===== src/tmt_pkg.sv =====
// ----------------------------------------------------------------------------
// tmt_pkg
// shared types, constants and width helpers of the tempo tracker
// ----------------------------------------------------------------------------
`timescale 1ns / 1ps

package tmt_pkg;

  localparam int AVG_DEPTH_DEF = 4;
  localparam int TAP_W         = 12;
  localparam int PERIOD_W      = 21;
  localparam int TS_W          = 32;
  localparam int TALLY_W       = 7;
  localparam int ADDR_W        = 5;
  localparam int DATA_W        = 32;
  localparam int MUL_W         = 32;
  localparam int MID_W         = 36;
  localparam int TAP_SHIFT     = 24;
  localparam int MS_SHIFT      = 40;

  localparam logic [PERIOD_W-1:0] PERIOD_MAX   = 21'h0FFFFF;
  localparam logic [8:0]          ROUND_US     = 9'd500;
  // ceil(2^40 / 1000), exact below the saturation point
  localparam logic [MUL_W-1:0]    MS_RECIP     = 32'd1099511628;
  // smallest rounded clock dividend whose quotient exceeds PERIOD_MAX
  localparam logic [MID_W-1:0]    SAT_DIVIDEND = 36'd1048576000;

  localparam logic [11:0] MIN_TAP_RST = 12'd60;
  localparam logic [11:0] MAX_TAP_RST = 12'd2000;
  localparam logic [15:0] DECAY_RST   = 16'd2500;
  localparam logic [23:0] TIMEOUT_RST = 24'd2000000;
  localparam logic [6:0]  CPB_RST     = 7'd24;

  typedef enum logic [2:0] {
    OP_TAP   = 3'd0,
    OP_CLOCK = 3'd1,
    OP_START = 3'd2,
    OP_STOP  = 3'd3,
    OP_POT   = 3'd4
  } op_t;

  typedef enum logic [1:0] {
    SRC_TAP  = 2'd0,
    SRC_MIDI = 2'd1,
    SRC_POT  = 2'd2
  } src_t;

  typedef enum logic [2:0] {
    REG_MIN_TAP = 3'd0,
    REG_MAX_TAP = 3'd1,
    REG_DECAY   = 3'd2,
    REG_TIMEOUT = 3'd3,
    REG_CPB     = 3'd4
  } reg_idx_t;

  typedef struct packed {
    logic [11:0] min_tap_ms;
    logic [11:0] max_tap_ms;
    logic [15:0] decay_ms;
    logic [23:0] clock_timeout_us;
    logic [6:0]  clocks_per_beat;
  } cfg_t;

  function automatic int fill_width(input int depth);
    return $clog2(depth + 1);
  endfunction

  function automatic int sum_width(input int depth);
    return $clog2(depth * ((1 << TAP_W) - 1) + 1);
  endfunction

  // ceil(2^TAP_SHIFT / d) for a constant count d
  function automatic logic [MUL_W-1:0] recip_of(input int d);
    return MUL_W'(((64'd1 << TAP_SHIFT) + 64'(d) - 64'd1) / 64'(d));
  endfunction

endpackage


===== src/tap_and_midi_tempo_tracker.sv =====
// ----------------------------------------------------------------------------
// tap_and_midi_tempo_tracker
// tempo tracker for footswitch taps, midi clock and a tempo pot
// ----------------------------------------------------------------------------
// s_* channel takes one event request: s_tuser is the event code, s_tdata
//   carries both timestamps, the footswitch level and the pot period
// m_* channel gives at most one new period per event, source in m_tuser
// apb port sets tap limits, decay, clock timeout and clocks per beat
// one event at a time, s_tready is low while an event is worked on:
//   start, stop and taps with no new interval end in S_DISPATCH, a clock that
//   closes no window in S_CLK_WIN and an out of range interval in
//   S_TAP_RANGE; a pot result goes from S_DISPATCH straight to S_EMIT
// a tap mean or a closed clock window goes through the shared reciprocal
//   multiplier by way of S_TAP_MEAN or S_CLK_DIV, then S_DIV_WAIT and
//   S_EMIT, which sets the worst-case rate
// synchronous rst clears tap history, clock window and external latch,
//   loads the default settings and holds s_tready low
// a result waits in the output register while m_tready is low; the next
//   event is still accepted, and only a new result waits for the register
// ----------------------------------------------------------------------------
`timescale 1ns / 1ps

module tap_and_midi_tempo_tracker #(
  parameter int AVG_DEPTH = tmt_pkg::AVG_DEPTH_DEF
) (
  input  logic                        clk,
  input  logic                        rst,
  input  logic                        s_tvalid,
  output logic                        s_tready,
  input  logic [87:0]                 s_tdata,  // now_ms, now_us, tap_level, pot_period
  input  logic [2:0]                  s_tuser,  // operation
  output logic                        m_tvalid,
  input  logic                        m_tready,
  output logic [23:0]                 m_tdata,  // period
  output logic [1:0]                  m_tuser,  // source
  input  logic                        psel,
  input  logic                        penable,
  input  logic                        pwrite,
  input  logic [tmt_pkg::ADDR_W-1:0]  paddr,
  input  logic [tmt_pkg::DATA_W-1:0]  pwdata,
  output logic [tmt_pkg::DATA_W-1:0]  prdata,
  output logic                        pready
);

  localparam int TS_W     = tmt_pkg::TS_W;
  localparam int PERIOD_W = tmt_pkg::PERIOD_W;
  localparam int TALLY_W  = tmt_pkg::TALLY_W;
  localparam int MUL_W    = tmt_pkg::MUL_W;
  localparam int MID_W    = tmt_pkg::MID_W;
  localparam int TAP_W    = tmt_pkg::TAP_W;
  localparam int SUM_W    = tmt_pkg::sum_width(AVG_DEPTH);
  localparam int FILL_W   = tmt_pkg::fill_width(AVG_DEPTH);
  localparam int TAPX_W   = SUM_W + 4;

  typedef enum logic [2:0] {
    S_IDLE,
    S_DISPATCH,
    S_TAP_RANGE,
    S_TAP_MEAN,
    S_CLK_WIN,
    S_CLK_DIV,
    S_DIV_WAIT,
    S_EMIT
  } state_t;

  state_t                 state;
  tmt_pkg::cfg_t          cfg;

  tmt_pkg::op_t           op_q;
  logic [TS_W-1:0]        now_ms_q;
  logic [TS_W-1:0]        now_us_q;
  logic                   level_q;
  logic [PERIOD_W-1:0]    pot_q;

  logic [TS_W-1:0]        last_tap;
  logic                   prev_level;
  logic                   latched;
  logic [TS_W-1:0]        last_ext;
  logic [TS_W-1:0]        win_start;
  logic [TS_W-1:0]        last_clk;
  logic [TALLY_W-1:0]     tally;
  logic [TS_W-1:0]        interval_q;
  logic [TS_W-1:0]        elapsed_q;
  logic [PERIOD_W-1:0]    period_q;
  tmt_pkg::src_t          src_q;

  logic                   out_of_range;
  logic                   avg_clear;
  logic                   avg_write;
  logic [SUM_W-1:0]       avg_sum;
  logic [FILL_W-1:0]      avg_fill;

  logic                   div_start;
  logic                   div_wide;
  logic                   div_sat;
  logic [MUL_W-1:0]       div_dividend;
  logic [MUL_W-1:0]       div_recip;
  logic                   div_done;
  logic [PERIOD_W-1:0]    div_quo;
  logic [MID_W-1:0]       mid_x;
  logic [TAPX_W-1:0]      tap_x;
  logic [MUL_W-1:0]       tap_recip;

  logic                   clk_timeout;
  logic [TALLY_W-1:0]     tally_eff;
  logic                   pot_hold;

  assign s_tready = (state == S_IDLE) && !rst;

  assign out_of_range = (interval_q < TS_W'(cfg.min_tap_ms)) ||
                        (interval_q > TS_W'(cfg.max_tap_ms));
  assign avg_clear    = (state == S_TAP_RANGE) && out_of_range;
  assign avg_write    = (state == S_TAP_RANGE) && !out_of_range;

  assign div_start    = (state == S_TAP_MEAN) || (state == S_CLK_DIV);
  assign div_wide     = (state == S_CLK_DIV);
  assign mid_x        = {elapsed_q, 4'b0000} + MID_W'(tmt_pkg::ROUND_US);
  assign tap_x        = {avg_sum, 4'b0000} + TAPX_W'(avg_fill >> 1);
  assign div_sat      = div_wide && (mid_x >= tmt_pkg::SAT_DIVIDEND);
  assign div_dividend = div_wide ? mid_x[MUL_W-1:0] : MUL_W'(tap_x);
  assign div_recip    = div_wide ? tmt_pkg::MS_RECIP : tap_recip;

  always_comb begin
    tap_recip = '0;
    for (int d = 1; d <= AVG_DEPTH; d++) begin
      if (avg_fill == FILL_W'(d)) begin
        tap_recip = tmt_pkg::recip_of(d);
      end
    end
  end

  assign clk_timeout  = (last_clk != '0) &&
                        ((now_us_q - last_clk) > TS_W'(cfg.clock_timeout_us));
  assign tally_eff    = clk_timeout ? '0 : tally;
  assign pot_hold     = latched && ((now_ms_q - last_ext) <= TS_W'(cfg.decay_ms));

  tmt_cfg u_cfg (
    .clk     (clk),
    .rst     (rst),
    .psel    (psel),
    .penable (penable),
    .pwrite  (pwrite),
    .paddr   (paddr),
    .pwdata  (pwdata),
    .prdata  (prdata),
    .pready  (pready),
    .cfg     (cfg)
  );

  tmt_avg #(
    .AVG_DEPTH (AVG_DEPTH)
  ) u_avg (
    .clk      (clk),
    .rst      (rst),
    .clear    (avg_clear),
    .write    (avg_write),
    .interval (interval_q[TAP_W-1:0]),
    .sum      (avg_sum),
    .fill     (avg_fill)
  );

  tmt_div u_div (
    .clk      (clk),
    .rst      (rst),
    .start    (div_start),
    .wide     (div_wide),
    .sat      (div_sat),
    .dividend (div_dividend),
    .recip    (div_recip),
    .done     (div_done),
    .quotient (div_quo)
  );

  always_ff @(posedge clk) begin
    if (rst) begin
      state      <= S_IDLE;
      m_tvalid   <= 1'b0;
      last_tap   <= '0;
      prev_level <= 1'b1;
      latched    <= 1'b0;
      last_ext   <= '0;
      win_start  <= '0;
      last_clk   <= '0;
      tally      <= '0;
    end else begin
      if (m_tvalid && m_tready && (state != S_EMIT)) begin
        m_tvalid <= 1'b0;
      end
      case (state)
        S_IDLE: begin
          if (s_tvalid) begin
            op_q     <= tmt_pkg::op_t'(s_tuser);
            now_ms_q <= s_tdata[31:0];
            now_us_q <= s_tdata[63:32];
            level_q  <= s_tdata[64];
            pot_q    <= s_tdata[85:65];
            state    <= S_DISPATCH;
          end
        end
        S_DISPATCH: begin
          case (op_q)
            tmt_pkg::OP_TAP: begin
              prev_level <= level_q;
              if (prev_level && !level_q) begin
                last_tap <= now_ms_q;
                if (last_tap != '0) begin
                  interval_q <= now_ms_q - last_tap;
                  state      <= S_TAP_RANGE;
                end else begin
                  state <= S_IDLE;
                end
              end else begin
                state <= S_IDLE;
              end
            end
            tmt_pkg::OP_CLOCK: begin
              last_clk <= now_us_q;
              if (tally_eff == '0) begin
                win_start <= now_us_q;
              end
              tally <= tally_eff + TALLY_W'(1);
              state <= S_CLK_WIN;
            end
            tmt_pkg::OP_START: begin
              tally     <= '0;
              win_start <= now_us_q;
              last_clk  <= now_us_q;
              state     <= S_IDLE;
            end
            tmt_pkg::OP_STOP: begin
              tally <= '0;
              state <= S_IDLE;
            end
            tmt_pkg::OP_POT: begin
              period_q <= pot_q;
              src_q    <= tmt_pkg::SRC_POT;
              if (pot_q[PERIOD_W-1] || (pot_q == '0) || !pot_hold) begin
                latched <= 1'b0;
                state   <= S_EMIT;
              end else begin
                state <= S_IDLE;
              end
            end
            default: state <= S_IDLE;
          endcase
        end
        S_TAP_RANGE: begin
          state <= out_of_range ? S_IDLE : S_TAP_MEAN;
        end
        S_TAP_MEAN: begin
          state <= S_DIV_WAIT;
        end
        S_CLK_WIN: begin
          if (tally >= cfg.clocks_per_beat) begin
            elapsed_q <= now_us_q - win_start;
            tally     <= '0;
            win_start <= now_us_q;
            state     <= S_CLK_DIV;
          end else begin
            state <= S_IDLE;
          end
        end
        S_CLK_DIV: begin
          state <= S_DIV_WAIT;
        end
        S_DIV_WAIT: begin
          if (div_done) begin
            if (div_quo == '0) begin
              state <= S_IDLE;
            end else begin
              latched  <= 1'b1;
              last_ext <= now_ms_q;
              period_q <= div_quo;
              src_q    <= (op_q == tmt_pkg::OP_CLOCK) ? tmt_pkg::SRC_MIDI : tmt_pkg::SRC_TAP;
              state    <= S_EMIT;
            end
          end
        end
        S_EMIT: begin
          if (!m_tvalid || m_tready) begin
            m_tvalid <= 1'b1;
            m_tdata  <= {3'b000, period_q};
            m_tuser  <= src_q;
            state    <= S_IDLE;
          end
        end
        default: state <= S_IDLE;
      endcase
    end
  end

endmodule


===== src/tmt_cfg.sv =====
// ----------------------------------------------------------------------------
// tmt_cfg
// apb register file holding the tracker settings
// ----------------------------------------------------------------------------
`timescale 1ns / 1ps

module tmt_cfg (
  input  logic                        clk,
  input  logic                        rst,
  input  logic                        psel,
  input  logic                        penable,
  input  logic                        pwrite,
  input  logic [tmt_pkg::ADDR_W-1:0]  paddr,
  input  logic [tmt_pkg::DATA_W-1:0]  pwdata,
  output logic [tmt_pkg::DATA_W-1:0]  prdata,
  output logic                        pready,
  output tmt_pkg::cfg_t               cfg
);

  tmt_pkg::reg_idx_t idx;
  logic              wr_en;

  assign pready = 1'b1;
  assign idx    = tmt_pkg::reg_idx_t'(paddr[tmt_pkg::ADDR_W-1:2]);
  assign wr_en  = psel & penable & pwrite & pready;

  always_ff @(posedge clk) begin
    if (rst) begin
      cfg.min_tap_ms       <= tmt_pkg::MIN_TAP_RST;
      cfg.max_tap_ms       <= tmt_pkg::MAX_TAP_RST;
      cfg.decay_ms         <= tmt_pkg::DECAY_RST;
      cfg.clock_timeout_us <= tmt_pkg::TIMEOUT_RST;
      cfg.clocks_per_beat  <= tmt_pkg::CPB_RST;
    end else if (wr_en) begin
      case (idx)
        tmt_pkg::REG_MIN_TAP: cfg.min_tap_ms       <= pwdata[11:0];
        tmt_pkg::REG_MAX_TAP: cfg.max_tap_ms       <= pwdata[11:0];
        tmt_pkg::REG_DECAY:   cfg.decay_ms         <= pwdata[15:0];
        tmt_pkg::REG_TIMEOUT: cfg.clock_timeout_us <= pwdata[23:0];
        tmt_pkg::REG_CPB:     cfg.clocks_per_beat  <= pwdata[6:0];
        default: ;
      endcase
    end
  end

  always_comb begin
    case (idx)
      tmt_pkg::REG_MIN_TAP: prdata = {20'd0, cfg.min_tap_ms};
      tmt_pkg::REG_MAX_TAP: prdata = {20'd0, cfg.max_tap_ms};
      tmt_pkg::REG_DECAY:   prdata = {16'd0, cfg.decay_ms};
      tmt_pkg::REG_TIMEOUT: prdata = {8'd0, cfg.clock_timeout_us};
      tmt_pkg::REG_CPB:     prdata = {25'd0, cfg.clocks_per_beat};
      default:              prdata = '0;
    endcase
  end

endmodule


===== src/tmt_div.sv =====
// ----------------------------------------------------------------------------
// tmt_div
// reciprocal divider, registered operands and one shared multiply,
// used by both the tap mean and the clock window paths
// ----------------------------------------------------------------------------
`timescale 1ns / 1ps

module tmt_div (
  input  logic                          clk,
  input  logic                          rst,
  input  logic                          start,
  input  logic                          wide,
  input  logic                          sat,
  input  logic [tmt_pkg::MUL_W-1:0]     dividend,
  input  logic [tmt_pkg::MUL_W-1:0]     recip,
  output logic                          done,
  output logic [tmt_pkg::PERIOD_W-1:0]  quotient
);

  localparam int MUL_W    = tmt_pkg::MUL_W;
  localparam int PERIOD_W = tmt_pkg::PERIOD_W;
  localparam int PROD_W   = 2 * MUL_W;

  logic [MUL_W-1:0]    opa;
  logic [MUL_W-1:0]    opb;
  logic                wide_q;
  logic                sat_q;
  logic                busy;
  logic [PROD_W-1:0]   prod;
  logic [PERIOD_W-1:0] scaled;

  assign scaled   = wide_q ? prod[tmt_pkg::MS_SHIFT +: PERIOD_W] :
                             prod[tmt_pkg::TAP_SHIFT +: PERIOD_W];
  assign quotient = sat_q ? tmt_pkg::PERIOD_MAX : scaled;

  always_ff @(posedge clk) begin
    if (rst) begin
      busy <= 1'b0;
      done <= 1'b0;
    end else begin
      busy <= start;
      done <= busy;
    end
  end

  always_ff @(posedge clk) begin
    if (start) begin
      opa    <= dividend;
      opb    <= recip;
      wide_q <= wide;
      sat_q  <= sat;
    end
    if (busy) begin
      prod <= opa * opb;
    end
  end

endmodule


===== src/tmt_avg.sv =====
// ----------------------------------------------------------------------------
// tmt_avg
// tap interval store with fill count and running sum
// ----------------------------------------------------------------------------
`timescale 1ns / 1ps

module tmt_avg #(
  parameter int AVG_DEPTH = tmt_pkg::AVG_DEPTH_DEF
) (
  input  logic                                       clk,
  input  logic                                       rst,
  input  logic                                       clear,
  input  logic                                       write,
  input  logic [tmt_pkg::TAP_W-1:0]                  interval,
  output logic [tmt_pkg::sum_width(AVG_DEPTH)-1:0]   sum,
  output logic [tmt_pkg::fill_width(AVG_DEPTH)-1:0]  fill
);

  localparam int TAP_W  = tmt_pkg::TAP_W;
  localparam int SUM_W  = tmt_pkg::sum_width(AVG_DEPTH);
  localparam int FILL_W = tmt_pkg::fill_width(AVG_DEPTH);
  localparam int SLOT_W = (AVG_DEPTH > 1) ? $clog2(AVG_DEPTH) : 1;

  logic [TAP_W-1:0]  store [AVG_DEPTH];
  logic [SLOT_W-1:0] slot;
  logic [SLOT_W-1:0] slot_next;
  logic [SUM_W-1:0]  sum_next;

  assign slot_next = (slot == SLOT_W'(AVG_DEPTH - 1)) ? '0 : slot + SLOT_W'(1);
  assign sum_next  = sum - SUM_W'(store[slot]) + SUM_W'(interval);

  always_ff @(posedge clk) begin
    if (rst || clear) begin
      slot <= '0;
      fill <= '0;
      sum  <= '0;
      for (int i = 0; i < AVG_DEPTH; i++) begin
        store[i] <= '0;
      end
    end else if (write) begin
      store[slot] <= interval;
      slot        <= slot_next;
      sum         <= sum_next;
      if (fill != FILL_W'(AVG_DEPTH)) begin
        fill <= fill + FILL_W'(1);
      end
    end
  end

endmodule


===== config.mk =====
export PLATFORM = sky130hd
export DESIGN_NAME = tap_and_midi_tempo_tracker
export DESIGN_NICKNAME = d
export VERILOG_FILES = /design/src/tmt_pkg.sv /design/src/tap_and_midi_tempo_tracker.sv /design/src/tmt_cfg.sv /design/src/tmt_div.sv /design/src/tmt_avg.sv
export SDC_FILE = /design/constraint.sdc
export NUM_CORES = 2
export LEC_CHECK = 0
export BUFFER_PORTS_ARGS = -buffer_cell sky130_fd_sc_hd__buf_2
export CAP_MARGIN = 20
export CORE_ASPECT_RATIO = 1.75
export CORE_MARGIN = 1
export CORE_UTILIZATION = 35
export DETAILED_ROUTE_END_ITERATION = 8
export PLACE_DENSITY = 0.52
export SYNTH_ARGS = -nofsm -noshare
export SYNTH_HDL_FRONTEND = slang
export SYNTH_HIERARCHICAL = 1
export SYNTH_SLANG_ARGS = --single-unit

===== constraint.sdc =====
create_clock -name clk -period 9 [get_ports clk]
set_input_delay 1.35 -clock clk [delete_from_list [all_inputs] [get_ports clk]]
set_output_delay 1.35 -clock clk [all_outputs]
set_load 0.005 [all_outputs]

==> flow_metrics.env <==
export IMPL_combinationalPowerShare_pct=21.7
export IMPL_status="completed"
export IMPL_setup_tns_ps=0
export IMPL_sw_frac_of_total_pct=30.6
export IMPL_layout_area_seq_um2=15200
export IMPL_hold_viol=0
export IMPL_port_buffers=171
export IMPL_final_layout_size_suffix_gt1_share_pct=7.32
export IMPL_fillCellCount=18600
export IMPL_grt_pass1_wl_um=308000
export IMPL_drt_iter0_drc=2173
export IMPL_relSlewSlack_pct=24.1
export IMPL_syn_inst=6794
export IMPL_vias_per_cell=5.07
export IMPL_cp_common_cell="fa_1"
export IMPL_gr_total_overflow=0
export IMPL_start_util_pct=35.2
export IMPL_synthTopCellsByArea="fa_1 (28%), edfxtp_1 (16%), ha_1 (8.7%), dfxtp_1 (7.3%), inv_1 (6.8%)"
export IMPL_ys_types=114
export IMPL_cts_tree="done"
export IMPL_clock_fmax_mhz=118
export IMPL_drc_errors=0
export IMPL_top_layer_used="met4"
export IMPL_ys_flop_type="edfxtp_1"
export IMPL_crit_path_max_incr_delay_ps=1100
export IMPL_finalSetupViolCount=0
export IMPL_grt_pass1_vias=51600
export IMPL_syn2layout_area_growth_pct=8.79
export IMPL_crit_required_ps=9430
export IMPL_ys_seq_area_share_pct=23.6
export IMPL_end_kind="flip-flop"
export IMPL_syn_area_um2=64500
export IMPL_synth_most_common_cell="inv_1"
export IMPL_clk_latency_ps=670
export IMPL_grt_start_max_net_pins=108
export IMPL_die_w_um=327
export IMPL_fin_crit_sh_pct=94.1
export IMPL_drt_met1_wl_um=67100
export IMPL_leakage_nw=30.7
export IMPL_boundaryPins=196
export IMPL_reg2reg_depth=23
export IMPL_power_density_nw_per_um2=100
export IMPL_synthTopCellsByCount="inv_1 (1163), fa_1 (909), nand2_1 (856)"
export IMPL_synth_area_per_cell_um2=9.49
export IMPL_yosysWarnings=6
export IMPL_dieArea_um2=186000
export IMPL_final_nets=8345
export IMPL_cts_resized_gates=0
export IMPL_wl_per_cell_um=21.8
export IMPL_p_int_mw=4.88
export IMPL_cts_made_buffers=56
export IMPL_path_class="flip-flop to flip-flop"
export IMPL_cp_cell_sequence="buf_4, and2_1, fa_1, fa_1, fa_1, fa_1, fa_1, fa_1, fa_1, inv_1, fa_1, inv_1, ha_1, a21oi_1, o21bai_1, a21oi_1, o21ai_0, a221o_1, a31oi_1, o21ai_0, o21ba_2, o21bai_2, xnor2_1"
export IMPL_cts_buffer_depth=3
export IMPL_async_flop_share_pct=0
export IMPL_path_max_fanout=16
export IMPL_ys_ff_latch=585
export IMPL_final_area_um2=70200
export IMPL_cts_sinks=585
export IMPL_cts_setup_buffers=0
export IMPL_critPathSlowestCell="edfxtp_1"
export IMPL_vias=47200
export IMPL_clk_pin_slew_ps=80
export IMPL_fin_worst_skew_ps=39.3
export IMPL_grtUsageTotal_pct=22.1
export IMPL_p_clk_share_pct=36.3
export IMPL_met3_wirelength_um=6650
export IMPL_min_path_cells=0
export IMPL_r2r_slack_ps=530
export IMPL_pwr_share_seq_pct=42.0
export IMPL_min_path_type="flip-flop to flip-flop"
export IMPL_post_route_min_period_ps=8470
export IMPL_synth_largest_area_cell="fa_1"
export IMPL_crit_arrival_ps=8900
export IMPL_synth_top_area_share_pct=28.2
export IMPL_r2r_start="u_div/opa[5]"
export IMPL_finalMaxSlewViolations=0
export IMPL_htreeDepth=2
export IMPL_dr_pass1_iters=7
export IMPL_drv_cap=0
export IMPL_ant_nets=0
export IMPL_place_congestion=0.941
export IMPL_antenna_found_initial=8
export IMPL_dp_hpwl_um=161000
export IMPL_start_kind="flip-flop"
export IMPL_peakVddDrop_mv=0.173
export IMPL_multi_input_area_um2=43600
export IMPL_post_route_util_pct=38.3
export IMPL_synth_edf_count=350
export IMPL_tightest_slew_ps=1140
export IMPL_worstHoldEndpoint="m_tdata[19]"
export IMPL_reg2reg_to="u_div/prod[60]"
export IMPL_rsz0062_at_grt="no"
export IMPL_die_h_um=570
export IMPL_num_rows=208
export IMPL_power_switching_mw=2.15
export IMPL_dpl_instance_area_um2=68200
export IMPL_clockRootBuffer="clkbuf_16"
export IMPL_whs_ps=419
export IMPL_core_region_area_um2=183000
export IMPL_dr_wl_met2_um=111000
export IMPL_hold_start="period_q[19]"
export IMPL_wl_um=203000
export IMPL_cts_hold_buf=0
sequential cells by signal (all words and copies together), names as in the netlist, 32 cells and up, named ones only:
register,count
elapsed_q,32
u_div/opa,32
now_ms_q,32
last_clk,32
u_cfg/cfg,71
u_div/opb,32
now_us_q,32
win_start,32
u_div/prod,37
u_avg/store,48
last_ext,32
last_tap,32
interval_q,32
worst max-delay path by stage:
stage          slack [ps]  cells past startpoint          start              to
2_1_floorplan        2010                     24   u_div/opb[2]  u_div/prod[47]
3_3_place_gp          820                     24   u_div/opa[9]  u_div/prod[60]
3_5_place_dp          690                     23  u_div/opa[23]  u_div/prod[60]
4_1_cts               660                     23  u_div/opa[23]  u_div/prod[60]
5_1_grt               280                     24   u_div/opa[7]  u_div/prod[60]
6_report              530                     23   u_div/opa[5]  u_div/prod[60]
power groups by stage:
stage / registers (mW) / logic [mW] / clock network (mW)
floorplan: 2.99 / 1.04 / 0
global placement: 3.01 / 1.52 / 0
detailed placement: 3.01 / 1.53 / 0
CTS: 2.95 / 1.54 / 2.64
global route: 2.96 / 1.71 / 2.71
finish: 2.95 / 1.53 / 2.55
cell families after synthesis:
kind of cell / share of synthesized area, %
and+or+nand+nor: 17.6
buffers and inverters: 8.97
adders and majority gates: 37.0
AOI/OAI and AO/OA: 8.14
DFF: 23.6
xor gates and xnor gates: 2.32
muxes: 2.44
other: 0.0175
layer usage:
metal	global-route usage [%]	vias up
li1	-	21700
met1	20.9	23800
met2	42.9	1226
met3	2.03	567
met4	17.4	0
met5	0	-
cell type report:
class                           count  area share [%]
Clock inverter                     43           0.676
Inverter                         1164            6.23
Clock buffer                       63            2.09
Multi-Input combinational cell   4728            62.2
Tap cell                         2415            4.31
Sequential cell                   585            21.7
Antenna cell                        4          0.0143
Timing Repair Buffer              315            2.83
critical path: cells and delay by family (launching register included):
family,cells,cell delay [ps]
AO/OA/AOI/OAI,9,1730
buffers and inverters,3,520
adder cells (fa/ha/maj),9,4550
XOR/XNOR,1,120
AND/OR/NAND/NOR,1,170
flip-flops,1,1100
cell usage in the layout, fill, tap and decap left out, types with 28 or more instances in the layout:
cell type	count
mux2i_1	108
inv_1	1163
nor2_1	208
xor2_1	59
o21ai_0	120
fa_1	909
edfxtp_1	350
clkbuf_16	57
and3_1	34
buf_2	170
nand2b_1	161
a21o_1	94
nand2_1	856
a211o_1	28
xnor2_1	112
nand3_1	62
ha_1	451
nor2b_1	62
nor4_1	46
o21a_1	33
nor3_1	45
nand4_1	53
and2_1	619
a21oi_1	279
buf_4	141
dfxtp_1	234
per-stage QoR:
step           total power [mW]  std cells  worst slack [ps]
2_1_floorplan              4.03       6817              2010
3_3_place_gp               4.53       9207               821
3_5_place_dp               4.54       9207               690
4_1_cts                    7.13       9313               664
5_1_grt                    7.37       9316               279
6_report                   7.03       9317               530
(Power assumes the default switching activity.)
